**config.mk**
```make
export PLATFORM = sky130hd
export DESIGN_NAME = sync_length_crc8_frame_receiver
export DESIGN_NICKNAME = d
export VERILOG_FILES = /design/src/rtl/core/slc8fr_pkg.sv /design/src/rtl/core/sync_length_crc8_frame_receiver.sv /design/src/rtl/core/slc8fr_front.sv /design/src/rtl/core/slc8fr_queue.sv /design/src/rtl/core/slc8fr_back.sv
export SDC_FILE = /design/constraint.sdc
export NUM_CORES = 1
export LEC_CHECK = 0
export ABC_AREA = 1
export BUFFER_PORTS_ARGS = -buffer_cell sky130_fd_sc_hd__buf_4
export CAP_MARGIN = 0
export CORE_ASPECT_RATIO = 0.75
export CORE_UTILIZATION = 40
export DETAILED_ROUTE_END_ITERATION = 10
export PLACE_DENSITY = 0.54
export SYNTH_ARGS = -nofsm -noshare
export SYNTH_HDL_FRONTEND = slang
export SYNTH_SLANG_ARGS = --single-unit
```
**constraint.sdc**
```tcl
create_clock -name i_clk -period 2.7 [get_ports i_clk]
set_input_delay 0.405 -clock i_clk [delete_from_list [all_inputs] [get_ports i_clk]]
set_output_delay 0.405 -clock i_clk [all_outputs]
set_load 0.005 [all_outputs]
```
**src/rtl/core/slc8fr_pkg.sv**
```systemverilog
// shared types, constants and the crc-8 step for the frame receiver
// no dependencies
`timescale 1ns / 1ps

package slc8fr_pkg;

    localparam logic [7:0] SyncReset  = 8'hA5;
    localparam logic [7:0] MaxLenReset = 8'd250;
    localparam logic [7:0] LenCap     = 8'd252;
    localparam logic [7:0] CrcPoly    = 8'h07;
    localparam logic [7:0] CrcInit    = 8'hFF;

    localparam int QueueDepth = 4;
    localparam int QPtrW      = $clog2(QueueDepth);
    localparam int QCntW      = $clog2(QueueDepth + 1);

    localparam logic CfgSync   = 1'b0;
    localparam logic CfgMaxLen = 1'b1;

    localparam logic [2:0] PhHunt    = 3'd0;
    localparam logic [2:0] PhLenHi   = 3'd1;
    localparam logic [2:0] PhLenLo   = 3'd2;
    localparam logic [2:0] PhPayload = 3'd3;
    localparam logic [2:0] PhCrc     = 3'd4;

    // one classified beat handed from the front to the back
    typedef struct packed {
        logic       is_end;
        logic       first;
        logic [7:0] data;
        logic [7:0] length;
    } t_op;

    function automatic logic [7:0] crc8_step(input logic [7:0] crc, input logic [7:0] b);
        logic [7:0] v;
        v = crc ^ b;
        for (int i = 0; i < 8; i++) begin
            if (v[7]) begin
                v = {v[6:0], 1'b0} ^ CrcPoly;
            end else begin
                v = {v[6:0], 1'b0};
            end
        end
        return v;
    endfunction

endpackage

```
**src/rtl/core/sync_length_crc8_frame_receiver.sv**
```systemverilog
// top level of the sync / length / payload / crc-8 frame receiver
// depends on slc8fr_pkg, slc8fr_front, slc8fr_queue, slc8fr_back
`timescale 1ns / 1ps

// usage
// s_axis carries one received serial byte per beat in tdata[7:0].
// m_axis gives one beat per payload byte (tuser high, byte in tdata[7:0])
// and one beat per frame end (tlast high, crc_ok in tdata[8],
// payload length in tdata[16:9]). header and length bytes give no beat.
// a new byte is taken every cycle while the four-entry queue between the
// parser and the crc stage has room; throughput is one byte per cycle.
// each beat is registered first in the queue and then in the crc/output
// stage before it leaves as an output beat.
// when m_axis_tready is low the output register holds its beat, the queue
// fills, and s_axis_tready drops once the queue is full.
// the cfg port writes sync_value (index 0) and max_payload_len (index 1);
// write only while the block is idle.
// synchronous reset clears the parser to hunting, empties the queue and
// the output register, and loads sync 0xa5 and length limit 250.

module sync_length_crc8_frame_receiver import slc8fr_pkg::*; (
    input  logic        i_clk,
    input  logic        i_rst_n,
    input  logic        i_cfg_we,
    input  logic        i_cfg_addr,
    input  logic [7:0]  i_cfg_wdata,
    input  logic        s_axis_tvalid,
    output logic        s_axis_tready,
    input  logic [7:0]  s_axis_tdata,   // [7:0] rx_byte
    output logic        m_axis_tvalid,
    input  logic        m_axis_tready,
    output logic [23:0] m_axis_tdata,   // [7:0] out_byte, [8] crc_ok, [16:9] frame_length
    output logic        m_axis_tuser,   // [0] is_payload
    output logic        m_axis_tlast
);

    logic q_full, q_push, q_pop, q_valid;
    t_op  push_op, pop_op;

    slc8fr_front u_front (
        .i_clk       (i_clk),
        .i_rst_n     (i_rst_n),
        .i_cfg_we    (i_cfg_we),
        .i_cfg_addr  (i_cfg_addr),
        .i_cfg_wdata (i_cfg_wdata),
        .i_valid     (s_axis_tvalid),
        .i_byte      (s_axis_tdata),
        .o_ready     (s_axis_tready),
        .i_q_full    (q_full),
        .o_push      (q_push),
        .o_op        (push_op)
    );

    slc8fr_queue u_queue (
        .i_clk   (i_clk),
        .i_rst_n (i_rst_n),
        .i_push  (q_push),
        .i_op    (push_op),
        .o_full  (q_full),
        .i_pop   (q_pop),
        .o_valid (q_valid),
        .o_op    (pop_op)
    );

    slc8fr_back u_back (
        .i_clk     (i_clk),
        .i_rst_n   (i_rst_n),
        .i_q_valid (q_valid),
        .i_op      (pop_op),
        .o_pop     (q_pop),
        .o_valid   (m_axis_tvalid),
        .i_ready   (m_axis_tready),
        .o_data    (m_axis_tdata),
        .o_user    (m_axis_tuser),
        .o_last    (m_axis_tlast)
    );

endmodule

```
**src/rtl/core/slc8fr_front.sv**
```systemverilog
// front: config registers, frame parser, pushes payload and end beats
// depends on slc8fr_pkg
`timescale 1ns / 1ps

module slc8fr_front import slc8fr_pkg::*; (
    input  logic       i_clk,
    input  logic       i_rst_n,
    input  logic       i_cfg_we,
    input  logic       i_cfg_addr,
    input  logic [7:0] i_cfg_wdata,
    input  logic       i_valid,
    input  logic [7:0] i_byte,
    output logic       o_ready,
    input  logic       i_q_full,
    output logic       o_push,
    output t_op        o_op
);

    logic [7:0] r_sync, r_max_len;
    logic [2:0] r_phase, n_phase;
    logic [7:0] r_held, n_held;
    logic [7:0] r_plen, n_plen;
    logic [7:0] r_seen, n_seen;
    logic       r_first, n_first;
    logic [7:0] limit;
    logic [7:0] seen_inc;
    logic       accept;

    assign o_ready  = !i_q_full;
    assign accept   = i_valid && o_ready;
    assign limit    = (r_max_len > LenCap) ? LenCap : r_max_len;
    assign seen_inc = r_seen + 8'd1;

    always_ff @(posedge i_clk) begin
        if (!i_rst_n) begin
            r_sync    <= SyncReset;
            r_max_len <= MaxLenReset;
        end else if (i_cfg_we) begin
            case (i_cfg_addr)
                CfgSync:   r_sync    <= i_cfg_wdata;
                CfgMaxLen: r_max_len <= i_cfg_wdata;
                default:   r_sync    <= r_sync;
            endcase
        end
    end

    always_comb begin
        n_phase = r_phase;
        n_held  = r_held;
        n_plen  = r_plen;
        n_seen  = r_seen;
        n_first = r_first;
        o_push  = 1'b0;
        o_op    = '{is_end: 1'b0, first: r_first, data: i_byte, length: r_plen};
        if (accept) begin
            case (r_phase)
                PhLenHi: begin
                    n_held  = i_byte;
                    n_phase = PhLenLo;
                end
                PhLenLo: begin
                    if (r_held == 8'd0 && i_byte <= limit) begin
                        n_plen  = i_byte;
                        n_seen  = 8'd0;
                        n_first = 1'b1;
                        n_phase = (i_byte == 8'd0) ? PhCrc : PhPayload;
                    end else if (r_held == r_sync) begin
                        n_held = i_byte;
                    end else if (i_byte == r_sync) begin
                        n_phase = PhLenHi;
                    end else begin
                        n_phase = PhHunt;
                    end
                end
                PhPayload: begin
                    o_push  = 1'b1;
                    n_first = 1'b0;
                    n_seen  = seen_inc;
                    if (seen_inc >= r_plen) begin
                        n_phase = PhCrc;
                    end
                end
                PhCrc: begin
                    o_push    = 1'b1;
                    o_op.is_end = 1'b1;
                    n_first   = 1'b0;
                    n_phase   = PhHunt;
                end
                default: begin
                    n_phase = (i_byte == r_sync) ? PhLenHi : PhHunt;
                end
            endcase
        end
    end

    always_ff @(posedge i_clk) begin
        if (!i_rst_n) begin
            r_phase <= PhHunt;
            r_held  <= 8'd0;
            r_plen  <= 8'd0;
            r_seen  <= 8'd0;
            r_first <= 1'b0;
        end else begin
            r_phase <= n_phase;
            r_held  <= n_held;
            r_plen  <= n_plen;
            r_seen  <= n_seen;
            r_first <= n_first;
        end
    end

endmodule

```
**src/rtl/core/slc8fr_queue.sv**
```systemverilog
// short register queue between the parser and the crc back end
// depends on slc8fr_pkg
`timescale 1ns / 1ps

module slc8fr_queue import slc8fr_pkg::*; (
    input  logic i_clk,
    input  logic i_rst_n,
    input  logic i_push,
    input  t_op  i_op,
    output logic o_full,
    input  logic i_pop,
    output logic o_valid,
    output t_op  o_op
);

    t_op              r_mem [QueueDepth];
    logic [QPtrW-1:0] r_wptr, r_rptr;
    logic [QCntW-1:0] r_cnt;
    logic             do_push, do_pop;

    assign o_full  = (r_cnt == QCntW'(QueueDepth));
    assign o_valid = (r_cnt != '0);
    assign o_op    = r_mem[r_rptr];
    assign do_push = i_push && !o_full;
    assign do_pop  = i_pop && o_valid;

    always_ff @(posedge i_clk) begin
        if (do_push) begin
            r_mem[r_wptr] <= i_op;
        end
    end

    always_ff @(posedge i_clk) begin
        if (!i_rst_n) begin
            r_wptr <= '0;
            r_rptr <= '0;
            r_cnt  <= '0;
        end else begin
            if (do_push) begin
                r_wptr <= r_wptr + QPtrW'(1);
            end
            if (do_pop) begin
                r_rptr <= r_rptr + QPtrW'(1);
            end
            case ({do_push, do_pop})
                2'b10:   r_cnt <= r_cnt + QCntW'(1);
                2'b01:   r_cnt <= r_cnt - QCntW'(1);
                default: r_cnt <= r_cnt;
            endcase
        end
    end

endmodule

```
**src/rtl/core/slc8fr_back.sv**
```systemverilog
// back: running crc, end-of-frame check and the output register
// depends on slc8fr_pkg
`timescale 1ns / 1ps

module slc8fr_back import slc8fr_pkg::*; (
    input  logic        i_clk,
    input  logic        i_rst_n,
    input  logic        i_q_valid,
    input  t_op         i_op,
    output logic        o_pop,
    output logic        o_valid,
    input  logic        i_ready,
    output logic [23:0] o_data,
    output logic        o_user,
    output logic        o_last
);

    logic [7:0] r_crc;
    logic       r_valid;
    logic [7:0] r_byte, r_len;
    logic       r_ok, r_user, r_last;
    logic [7:0] base;

    assign o_pop = i_q_valid && (!r_valid || i_ready);
    assign base  = i_op.first ? CrcInit : r_crc;

    always_ff @(posedge i_clk) begin
        if (!i_rst_n) begin
            r_valid <= 1'b0;
            r_crc   <= CrcInit;
        end else begin
            if (o_pop) begin
                r_valid <= 1'b1;
                if (!i_op.is_end) begin
                    r_crc <= crc8_step(base, i_op.data);
                end
            end else if (i_ready) begin
                r_valid <= 1'b0;
            end
        end
    end

    always_ff @(posedge i_clk) begin
        if (o_pop) begin
            r_user <= !i_op.is_end;
            r_last <= i_op.is_end;
            r_byte <= i_op.is_end ? 8'd0 : i_op.data;
            r_ok   <= i_op.is_end && (i_op.data == base);
            r_len  <= i_op.is_end ? i_op.length : 8'd0;
        end
    end

    assign o_valid = r_valid;
    assign o_user  = r_user;
    assign o_last  = r_last;
    assign o_data  = {7'd0, r_len, r_ok, r_byte};

endmodule

```
[Word level (Yosys, flattened, before mapping)]
Memory sizes are Yosys's and may differ from the RTL's. A register that Yosys moved wholly into a read port is not among the register bits.
Index checks and enable logic that the tools add are counted.
Word-level totals
  flip-flop bits (word level): 79
  RAM bits: 72
  input bits: 22
  output and inout bits: 28
  word-level logic and storage cells: 134
  memories kept: 1
Operators by class
  add/sub/neg operators: 5
  magnitude comparators: 3
  equal/unequal tests: 15
  mux-type cells: 55
  bitwise gates (word level): 11
  reduce and logical (&&, ||, !) cells: 27
Memories
  u_queue.r_mem: words 4, width 18, read ports 1, clocked after memory_dff 1, wr ports 1, RTL line slc8fr_queue.sv:16  | t_op r_mem [QueueDepth];
Operators by type and width (count)
  $mux 8: 26
  $mux 3: 12
  $pmux 8 s2: 2
  $eq 8x8->1: 3
  $not 3->3: 8
  $logic_not 8->1: 2
  $pmux 3 s4: 1
  $reduce_and 3->1: 4
  $mux 1: 10
  $reduce_bool 2->1: 5
  $add 8x1->8 const B: 1
  $ge 8x8->1: 1
  $gt 8x8->1 const B: 1
  $le 8x8->1: 1
  $xor 8x8->8: 1
  $eq 3x2->1 const B: 2
  $eq 3x3->1 const B: 2
  $logic_and 1x1->1: 6
  $ne 2x1->1 const B: 3
  $pmux 3 s2: 1
  $reduce_and 2->1: 3
  $add 2x1->2 const B: 2
  $mux 2: 2
  $reduce_and 4->1: 1
  other kinds (13): 16

[Longest topological paths before layout]
Gate-level depths: netlist of run 1.
  word-level depth: 39
  mapped depth: 19
  depth with buffers taken out: 19

[By module]
From an unflattened synthesis of run 1, not the netlist that was laid out.
Unflattened totals
  cell total of the unflattened synthesis: 810
  area, all modules: 7465.9 sq um
Modules (own cells, without submodules)
  slc8fr_queue: instances 1, cells an instance 243, area each 3263.1 sq um, seq. area each 2342.2 sq um
  slc8fr_front: instances 1, cells an instance 395, area each 2698.8 sq um, seq. area each 880.8 sq um
  slc8fr_back: instances 1, cells an instance 172, area each 1503.9 sq um, seq. area each 750.7 sq um

[Least setup slack after synthesis of run 1]
No wires, ideal clock.
  path type: input to register
  start point: input port m_axis_tready
  end point: register u_queue.r_cnt[2]
  library setup time: 0.122 ns
  arrival time: 2.351 ns
  data required time: 2.578 ns
  path slack: 0.227 ns
  cell stages on the path: 9
  buffers on the path: 0
  path through: nor2_1 > a31oi_2 > ha_1 > inv_1 > fa_1 > a21oi_1 > o21ai_0 > o21ai_0 > a21oi_1
On the way
  word-level cells in the longest chain between the ends: 5
  elaborated cells between the ends (all ways): 7
  classes of those cells: eq/ne: 2; mux: 1; reduce/logical: 4
Ends and longest elaborated chain
  start: declaration: RTL line sync_length_crc8_frame_receiver.sv:31  | input logic m_axis_tready,
  $logic_or 1x1->1 *: RTL line slc8fr_back.sv:24  | assign o_pop = i_q_valid && (!r_valid || i_ready);
  $logic_and 1x1->1 *: RTL line slc8fr_back.sv:24
  net q_pop: RTL line sync_length_crc8_frame_receiver.sv:37  | logic q_full, q_push, q_pop, q_valid;
  $logic_and 1x1->1 *: RTL line slc8fr_queue.sv:25  | assign do_pop = i_pop && o_valid;
  $eq 2x1->1 / $eq 2x2->1 (equally long branches): RTL line slc8fr_queue.sv:45  | case ({do_push, do_pop})
  $pmux 3 s2 / $reduce_bool 2->1 (equally long branches)
  end signal: assignment: RTL line slc8fr_queue.sv:46  | 2'b10: r_cnt <= r_cnt + QCntW'(1);
  end signal: assignment: RTL line slc8fr_queue.sv:47  | 2'b01: r_cnt <= r_cnt - QCntW'(1);
  end signal: assignment: RTL line slc8fr_queue.sv:48  | default: r_cnt <= r_cnt;
  end: declaration: RTL line slc8fr_queue.sv:18  | logic [QCntW-1:0] r_cnt;
Mark *: on every way through the listed nets, which the timed path passes. The rest lies on a longest branch.
A chain may end at the register's enable or synchronous reset.

[Final worst setup path of run 1]
  start point: register u_front.r_max_len[4]
  end point: register u_front.r_plen[1]
On the way
  word-level cells in the longest chain between the ends: 5
Ends and longest elaborated chain
  start: declaration: RTL line slc8fr_front.sv:19  | logic [7:0] r_sync, r_max_len;
  start signal: assignment: RTL line slc8fr_front.sv:37  | r_max_len <= MaxLenReset;
  start signal: assignment: RTL line slc8fr_front.sv:41  | CfgMaxLen: r_max_len <= i_cfg_wdata;
  $gt 8x8->1: RTL line slc8fr_front.sv:31  | assign limit = (r_max_len > LenCap) ? LenCap : r_max_len;
  $mux 8 *: RTL line slc8fr_front.sv:31
  $le 8x8->1 *: RTL line slc8fr_front.sv:62  | if (r_held == 8'd0 && i_byte <= limit) begin
  $logic_and 1x1->1 *: RTL line slc8fr_front.sv:62
  $reduce_and 3->1 (no line) *
  end signal: assignment: RTL line slc8fr_front.sv:106  | r_plen <= n_plen;
  end: declaration: RTL line slc8fr_front.sv:22  | logic [7:0] r_plen, n_plen;
Every way passes the cells marked *; elsewhere a longest branch is shown, timed or not.

==> out/metrics.yaml, run 1 <==
status: "complete, no violations"
hold_buffers: 0
utilization_pct: 47.7
cts_made_buffers: 17
powerDensity_nw_per_um2: 969
finalSetupViolations: 0
wl_per_cell_um: 14.8
fin_ws_ns: 0.186
clock-skew-final_ns: 0.0101
clock_path_buffers: 2
ys.flop_type: "edfxtp_1"
ys_seq_area_share_pct: 54.9
core_area_sq_um: 17700
synthTopCellsByCount: "178 x nand2_1, 91 x edfxtp_1, 86 x inv_1"
die_x_um: 157
ir_worst_vdd_v: 0.000383
vias_per_cell: 4.89
nNetsFinal: 898
crit_type: "reg2reg"
cts_tree: "built"
rsz0062_at_grt: "true"
clock.fmax_ghz: 0.398
yosysWarnings: 0
synth_top_family_by_area: "simple AND/OR/NAND/NOR gates"
track_usage_pct: 19.1
worstSkewPairLatency_ns: 0.43
avgSynthCellArea_sq_um: 9.10
fin_crit_sh_pct: 93.1
fin_crit_ns: 2.51
grt_max_degree: 43
synth-xor-area-share_pct: 4.41
grt.overflow.total: 0
post_synth_fa_ha_maj_area_fraction_pct: 4.60
grt_pass1_vias: 5222
num_rows: 42
power_leakage_nw: 3.57
syn_area_sq_um: 7240
pre_cts_ws_ns: 0.0856
ys_ff_latch: 153
cp_max_fo: 17
layout-drive-gt1-share_pct: 12.7
synth.most_common_cell: "nand2_1"
critPathCaptureType: "flop"
clk_pin_slew_ns: 0.06
cts-root-buf: "clkbuf_16"
whs_ns: 0.201
hold_class: "in2reg"
report.final.slew_viol_count: 0
fin_area_sq_um: 8420
grt_pass1_wl_um: 26700
place.gp.congestion: 0.814
synthSimpleGateAreaFrac_pct: 19.8
start_util_pct: 41.0
io_buffers: 42
hold_violations: 0
drtAntennaViolNets: 0
synthMuxAreaShare_pct: 0
dp_hpwl_um: 11300
yosysTopAreaCellShare_pct: 37.7
cp-start-kind: "flop"
io_pins: 50
required_ns: 3.00
die-area_sq_um: 18700
maxCapViolCount: 0
drc: 0
cts_sinks: 153
htree_levels: 4
drt-initial-drc-count: 373
arrival_ns: 2.81
ys_types: 39
synthTopCellsByArea: "edfxtp_1 38%, dfxtp_1 17%, nand2_1 9.2%, inv_1 4.5%, nor2_1 4.4%"
async_flop_share_pct: 0
synth_compound_area_share_pct: 9.11
placed_area_sq_um: 7830
antenna_found_initial: 0
synth_edf_count: 91
slew_headroom_pct: 64.1
drtPass1Iterations: 6
vias: 5407
syn_inst: 796
netlist.top_cell.by_area: "edfxtp_1"
area_growth_pct: 16.2
drt_wl_total_um: 16400
tightest_slew_ns: 0.538
diodes: 0
die_h_um: 119
## cells by family after synthesis
logic type,Yosys count
flip-flops,153
AND/OR/NAND/NOR,341
adder cells (fa/ha/maj),26
XOR/XNOR,33
AO/OA/AOI/OAI,122
buffers and inverters,120
other,1
## worst max-delay path, stage by stage (launching register included)
cell	delay, ns
dfxtp_1	0.32
inv_1	0.07
nor4_1	0.33
o2111ai_1	0.18
nand2_1	0.11
ha_1	0.24
a21oi_1	0.14
o21ai_0	0.08
nand2_1	0.06
nand2_1	0.06
nand2_1	0.14
nand4_1	0.11
buf_4	0.21
o21ai_0	0.27
a21oi_1	0.07
## cell type report
class | instances | area [sq um]
clock buffer | 18 | 429
clock inverter | 14 | 123
fill | 1688 | 9240
inverter | 90 | 338
multi-input combinational | 529 | 2810
sequential | 153 | 3980
tap | 242 | 303
timing repair buffer | 59 | 443
## routing by layer
metal,global-route usage [%],routed length [um],vias up
li1,-,-,2740
met1,26.2,7960,2528
met2,29.0,7250,109
met3,4.14,692,30
met4,8.43,464,0
met5,0,0,-
## metrics by stage
step,power (mW),setup TNS (ns),std cells
2_1_floorplan,5.10,0,802
3_3_place_gp,5.91,0,1072
6_report,8.16,0,1105
4_1_cts,8.21,0,1104
3_5_place_dp,5.97,0,1072
5_1_grt,8.76,-0.0630,1105
## sequential cells by signal (all words and copies together), names as in the netlist, 8 cells and up, named ones only
register,flops
u_queue.r_mem,72
u_back.r_byte,8
u_back.r_crc,8
u_back.r_len,8
u_front.r_held,8
u_front.r_max_len,8
u_front.r_plen,8
u_front.r_seen,8
u_front.r_sync,8
## repair_timing
item	CTS	global route
resized for setup	0	8
endpoints found under the setup margin	0	25
buffers inserted	0	1
endpoints found under the hold margin	0	0
## power breakdown
group / switching, mW / internal, mW
clock: 0.954 / 1.27
sequential: 0.133 / 2.86
combinational: 1.87 / 1.07
total: 2.96 / 5.20
## placed cells by master (no fill, tap or decap), types with 17 or more instances in the layout
cell | netlist | routed
nand2_1 | 178 | 177
edfxtp_1 | 91 | 91
inv_1 | 86 | 86
nor2_1 | 84 | 84
dfxtp_1 | 62 | 61
buf_4 | 11 | 59
o21ai_0 | 57 | 55
nand3_1 | 47 | 47
a21oi_1 | 42 | 42
ha_1 | 25 | 25
clkbuf_16 | 0 | 17
## final timing paths
path / slack (ns) / cells after the start / end / startpoint
max: 0.19 / 14 / u_front.r_plen[1] / u_front.r_max_len[4]
min: 0.20 / 3 / u_front.r_max_len[1] / i_cfg_wdata[1]
max reg2reg: 0.19 / 14 / u_front.r_plen[1] / u_front.r_max_len[4]
min reg2reg: 0.45 / 1 / u_queue.r_cnt[0] / u_queue.r_cnt[0]
(Power assumes the default switching activity.)
==> run 2, diff against run 1 <==
--- a/config.mk
+++ b/config.mk
@@ -9,9 +9,10 @@
 export BUFFER_PORTS_ARGS = -buffer_cell sky130_fd_sc_hd__buf_4
 export CAP_MARGIN = 0
 export CORE_ASPECT_RATIO = 0.75
-export CORE_UTILIZATION = 40
+export CORE_UTILIZATION = 58
 export DETAILED_ROUTE_END_ITERATION = 10
-export PLACE_DENSITY = 0.54
+export PLACE_DENSITY = 0.74
+export RECOVER_POWER = 100
 export SYNTH_ARGS = -nofsm -noshare
 export SYNTH_HDL_FRONTEND = slang
 export SYNTH_SLANG_ARGS = --single-unit
==> run 2 against run 1 <==
Sequential share of layout area grew 0.82 points; final area shrank 1.7%; final cell count shrank 7.2%; total power is essentially flat; critical path depth grew 4.
==> out/metrics.yaml, run 2 (synthesis results as in run 1) <==
vias_per_cell: 5.45
clock-skew-final_ns: 0.0138
cpMostUsedCell: "nand2_1"
die-area_sq_um: 12900
nNetsFinal: 898
tightest_slew_ns: 1.16
ir_worst_vdd_v: 0.000550
io_buffers: 42
grt_pass1_wl_um: 26000
arrival_ns: 2.74
status: "complete, no violations"
nFillCells: 905
cp-start-kind: "flop"
slew_headroom_pct: 22.7
cts_sinks: 153
clock_path_buffers: 2
place.gp.congestion: 0.840
antenna_found_initial: 0
clock.fmax_ghz: 0.414
total_power_mw: 8.17
final_cell_mix: "176 x nand2_1, 91 x edfxtp_1, 85 x inv_1, 82 x nor2_1, 61 x dfxtp_1"
critPathCaptureType: "flop"
vias: 5584
io_pins: 50
cts-root-buf: "clkbuf_16"
drc: 0
slowest_stage: "dfxtp_2"
utilization_pct: 69.7
htree_levels: 4
layout-drive-gt1-share_pct: 11.5
num_rows: 34
routed.top_layer: "met4"
power_leakage_nw: 3.53
core_area_sq_um: 11900
track_usage_pct: 26.6
placed_area_sq_um: 7720
dp_hpwl_um: 10900
worst-r2r-setup-slack_ns: 0.28
final_common_cell: "nand2_1"
hold_class: "in2reg"
grt_pass1_vias: 5390
drtPass1Iterations: 5
powerDensity_nw_per_um2: 987
drtAntennaViolNets: 0
dr_wl_met2_um: 7730
wl_per_cell_um: 15.6
grt.overflow.total: 0
path_cells: "inv_1 -> nor3_4 -> nand3_2 -> nor2_1 -> nand2_1 -> xor2_1 -> inv_1 -> ha_1 -> nand2_1 -> nor2_2 -> nand4_1 -> nand4_1 -> nand2_1 -> inv_1 -> nand2_1 -> inv_2 -> nand2_1 -> a21oi_1"
area_growth_pct: 14.2
worstSkewPairLatency_ns: 0.42
clk_pin_slew_ns: 0.07
wl_met1_um: 6890
required_ns: 3.03
fin_area_sq_um: 8270
fin_tns_setup_ns: 0
cts_made_buffers: 17
drt_wl_total_um: 16000
die_h_um: 98.8
wl_met3_um: 1120
grt_max_degree: 42
largest_register_ffs: 72
rsz0062_at_grt: "true"
die_x_um: 131
crit_type: "reg2reg"
diodes: 0
cts_tree: "built"
report.final.slew_viol_count: 0
drt-initial-drc-count: 492
start_util_pct: 61.0
slowest_delay_ns: 0.35
fin_crit_ns: 2.42
cp_max_fo: 4
hold_violations: 0
fin_crit_sh_pct: 89.5
regMostFlops: "u_queue.r_mem"
finalSetupViolations: 0
maxCapViolCount: 0
==> run 2: changes by cell type in the layout (fill, tap and decap cells not counted), sizes merged <==
cell and delta:
clkinv -2, inv +5, buf -32, clkbuf +30
nand2 +1, clkinvlp -2
==> run 2: final cells by class <==
| cell class | instances | area (sq um) | share of cell area [%] |
|---|---|---|---|
| repair buffers | 58 | 375 | 4.54 |
| multi-input cells | 530 | 2800 | 33.9 |
| clock buffers | 17 | 425 | 5.14 |
| flip-flops and latches | 153 | 3980 | 48.1 |
| well taps | 162 | 203 | 2.45 |
| inverters | 90 | 338 | 4.08 |
| clock inverters | 15 | 155 | 1.88 |
==> run 2: worst paths after layout <==
path,startpoint,endpoint,cells after the start
setup / recovery,u_front.r_seen[0],u_front.r_phase[2],18
hold / removal,i_cfg_wdata[1],u_front.r_max_len[1],3
hold reg to reg,u_queue.r_cnt[0],u_queue.r_cnt[0],1
setup reg to reg,u_front.r_seen[0],u_front.r_phase[2],18
==> run 2: routing by layer <==
metal,track usage (%),vias to the layer above
li1,-,2736
met1,34.6,2613
met2,44.5,212
met3,5.97,23
met4,8.13,0
met5,0,-
==> run 2: what timing repair did <==
action,in CTS,in global routing
setup buffers,0,0
hold buffers,0,0
setup endpoints to repair,0,21
resized for setup,0,15
==> run 2: per-stage QoR <==
stage               hold WS, ns  setup slack [ns]  std cells
floorplan                 0.422             0.227        802
global placement          0.435             0.195        992
detailed placement        0.446             0.114        992
CTS                       0.199            0.0958       1024
global route              0.201          -0.00717       1025
finish                    0.196             0.284       1025
==> run 2: critical path, delay by kind of cell, from the launching register on <==
family	cells	cell delay, ns
AO/OA/AOI/OAI	1	0.13
AND/OR/NAND/NOR	11	1.09
buffers and inverters	4	0.30
flip-flops	1	0.35
adder cells (fa/ha/maj)	1	0.29
XOR/XNOR	1	0.18
==> run 2: where the power goes <==
part           internal (mW)  leakage, nW  switching [mW]
sequential              2.87         1.36           0.135
clock                   1.31        0.281            1.02
combinational           1.01         1.89            1.83
==> run 3, diff against run 2 <==
--- a/config.mk
+++ b/config.mk
@@ -9,10 +9,11 @@
 export BUFFER_PORTS_ARGS = -buffer_cell sky130_fd_sc_hd__buf_4
 export CAP_MARGIN = 0
 export CORE_ASPECT_RATIO = 0.75
-export CORE_UTILIZATION = 58
+export CORE_UTILIZATION = 30
 export DETAILED_ROUTE_END_ITERATION = 10
-export PLACE_DENSITY = 0.74
+export PLACE_DENSITY = 0.42
 export RECOVER_POWER = 100
+export REMOVE_ABC_BUFFERS = 1
 export SYNTH_ARGS = -nofsm -noshare
 export SYNTH_HDL_FRONTEND = slang
 export SYNTH_SLANG_ARGS = --single-unit
==> run 3 against run 2 <==
Critical path depth down 3; core utilization down 33 points; worst hold slack worse by 0.0040 ns; maximum frequency down 0.11%; clock skew down 0.0035 ns; total power up 1.4%; largest cell class unchanged; final cell count up 14%; final area up 2.3%; clock power about the same; worst setup slack worse by 0.0026 ns; sequential power about the same; sequential cell count unchanged.
==> out/metrics.yaml, run 3 (synthesis results as in run 1) <==
multi_input_area_sq_um: 2790
ir_worst_vdd_v: 0.000522
nNetsFinal: 900
maxCapViolCount: 0
fin_crit_sh_pct: 89.6
antenna_found_initial: 0
hold_buffers: 0
power_leakage_nw: 3.56
hold_class: "in2reg"
clock-skew-final_ns: 0.0103
die-area_sq_um: 24800
crit_type: "reg2reg"
clock_path_buffers: 2
vias_per_cell: 4.63
clk_pin_slew_ns: 0.07
place.gp.congestion: 0.781
report.final.slew_viol_count: 0
core_area_sq_um: 23400
dp_hpwl_um: 12800
postCtsSetupRepairBufs: 0
grt_pass1_wl_um: 29400
largest_register_ffs: 72
slew_headroom_pct: 55.7
fin_area_sq_um: 8460
powerDensity_nw_per_um2: 979
nFillCells: 2337
grt_pass1_vias: 5287
final-seq-area_sq_um: 3980
whs_ns: 0.192
track_usage_pct: 15.9
cts_made_buffers: 17
regMostFlops: "u_queue.r_mem"
rsz0062_at_grt: "false"
wl_per_cell_um: 15.8
drtPass1Iterations: 4
cp-start-kind: "flop"
start_util_pct: 31.0
cts_sinks: 153
placed_area_sq_um: 7920
htree_levels: 4
drtAntennaViolNets: 0
die_h_um: 137
fin_crit_ns: 2.42
ctsResizeCount: 0
drt_wl_total_um: 18400
cp_max_fo: 15
die_x_um: 181
finalSetupViolations: 0
grt.overflow.total: 0
critPathCaptureType: "flop"
arrival_ns: 2.73
io_pins: 50
area_growth_pct: 16.9
tightest_slew_ns: 0.665
vias: 5396
required_ns: 3.02
cts-root-buf: "clkbuf_16"
worstSkewPairLatency_ns: 0.43
final_cell_mix: "177 x nand2_1, 91 x edfxtp_1, 85 x inv_1, 82 x nor2_1, 61 x dfxtp_1"
diodes: 0
io_buffers: 42
grt_max_degree: 42
hold_violations: 0
clock.fmax_ghz: 0.413
layout-drive-gt1-share_pct: 12.1
final_common_cell: "nand2_1"
cts_tree: "built"
drc: 0
drt-initial-drc-count: 346
status: "complete, no violations"
num_rows: 48
==> run 3: path summary, 6_finish.rpt <==
check | from | endpoint | slack, ns | depth (start not counted)
max | u_front.r_max_len[4] | u_front.r_seen[4] | 0.28 | 15
max reg2reg | u_front.r_max_len[4] | u_front.r_seen[4] | 0.28 | 15
min | i_cfg_wdata[1] | u_front.r_max_len[1] | 0.19 | 3
min reg2reg | u_queue.r_cnt[0] | u_queue.r_cnt[0] | 0.46 | 1
==> run 3: per-stage QoR <==
step                instances  util (%)  setup slack, ns  power [mW]  TNS (ns)
finish                   1165      36.2            0.281        8.28         0
global route             1165      36.2          0.00998        8.88         0
CTS                      1165      36.4           0.0848        8.45         0
detailed placement       1133      33.9           0.0888        6.10         0
global placement         1133      33.9            0.160        6.04         0
floorplan                 772         -          -0.0749        4.97    -0.111
==> run 3: report_power, final <==
part	internal (mW)	switching, mW	leakage (nW)
logic	1.05	1.88	1.92
clock network	1.36	0.998	0.279
registers	2.86	0.137	1.36
total	5.27	3.02	3.56
==> run 3: area by class of cell <==
type | instances | share of cell area (%)
sequential | 153 | 47.0
tap | 300 | 4.44
multi-input combinational | 529 | 33.0
clock inverter | 12 | 1.33
inverter | 90 | 3.99
clock buffer | 20 | 5.53
timing repair buffer | 61 | 4.78
==> run 3: per-layer routing <==
layer  vias up  track usage (%)  part of all wire, %
met1      2565             22.6                   52
li1       2737                -                    -
met5         -                0                    0
met3        14             2.77                  3.5
met4         0             5.04                  1.0
met2        80             24.5                   43
==> run 3: worst max-delay path, cell delays in order, from the launching register on <==
cell and delay [ns]:
dfxtp_1 0.34, inv_1 0.08, nor4_2 0.29, o2111ai_1 0.16, nand2_1 0.10, ha_1 0.23, a21oi_1 0.14, o21ai_0 0.08
nand2_1 0.06, nand2_1 0.04, nand2_1 0.15, nand2_1 0.11, nand2_2 0.13, nand2_4 0.13, o21ai_0 0.20, nor2_1 0.05
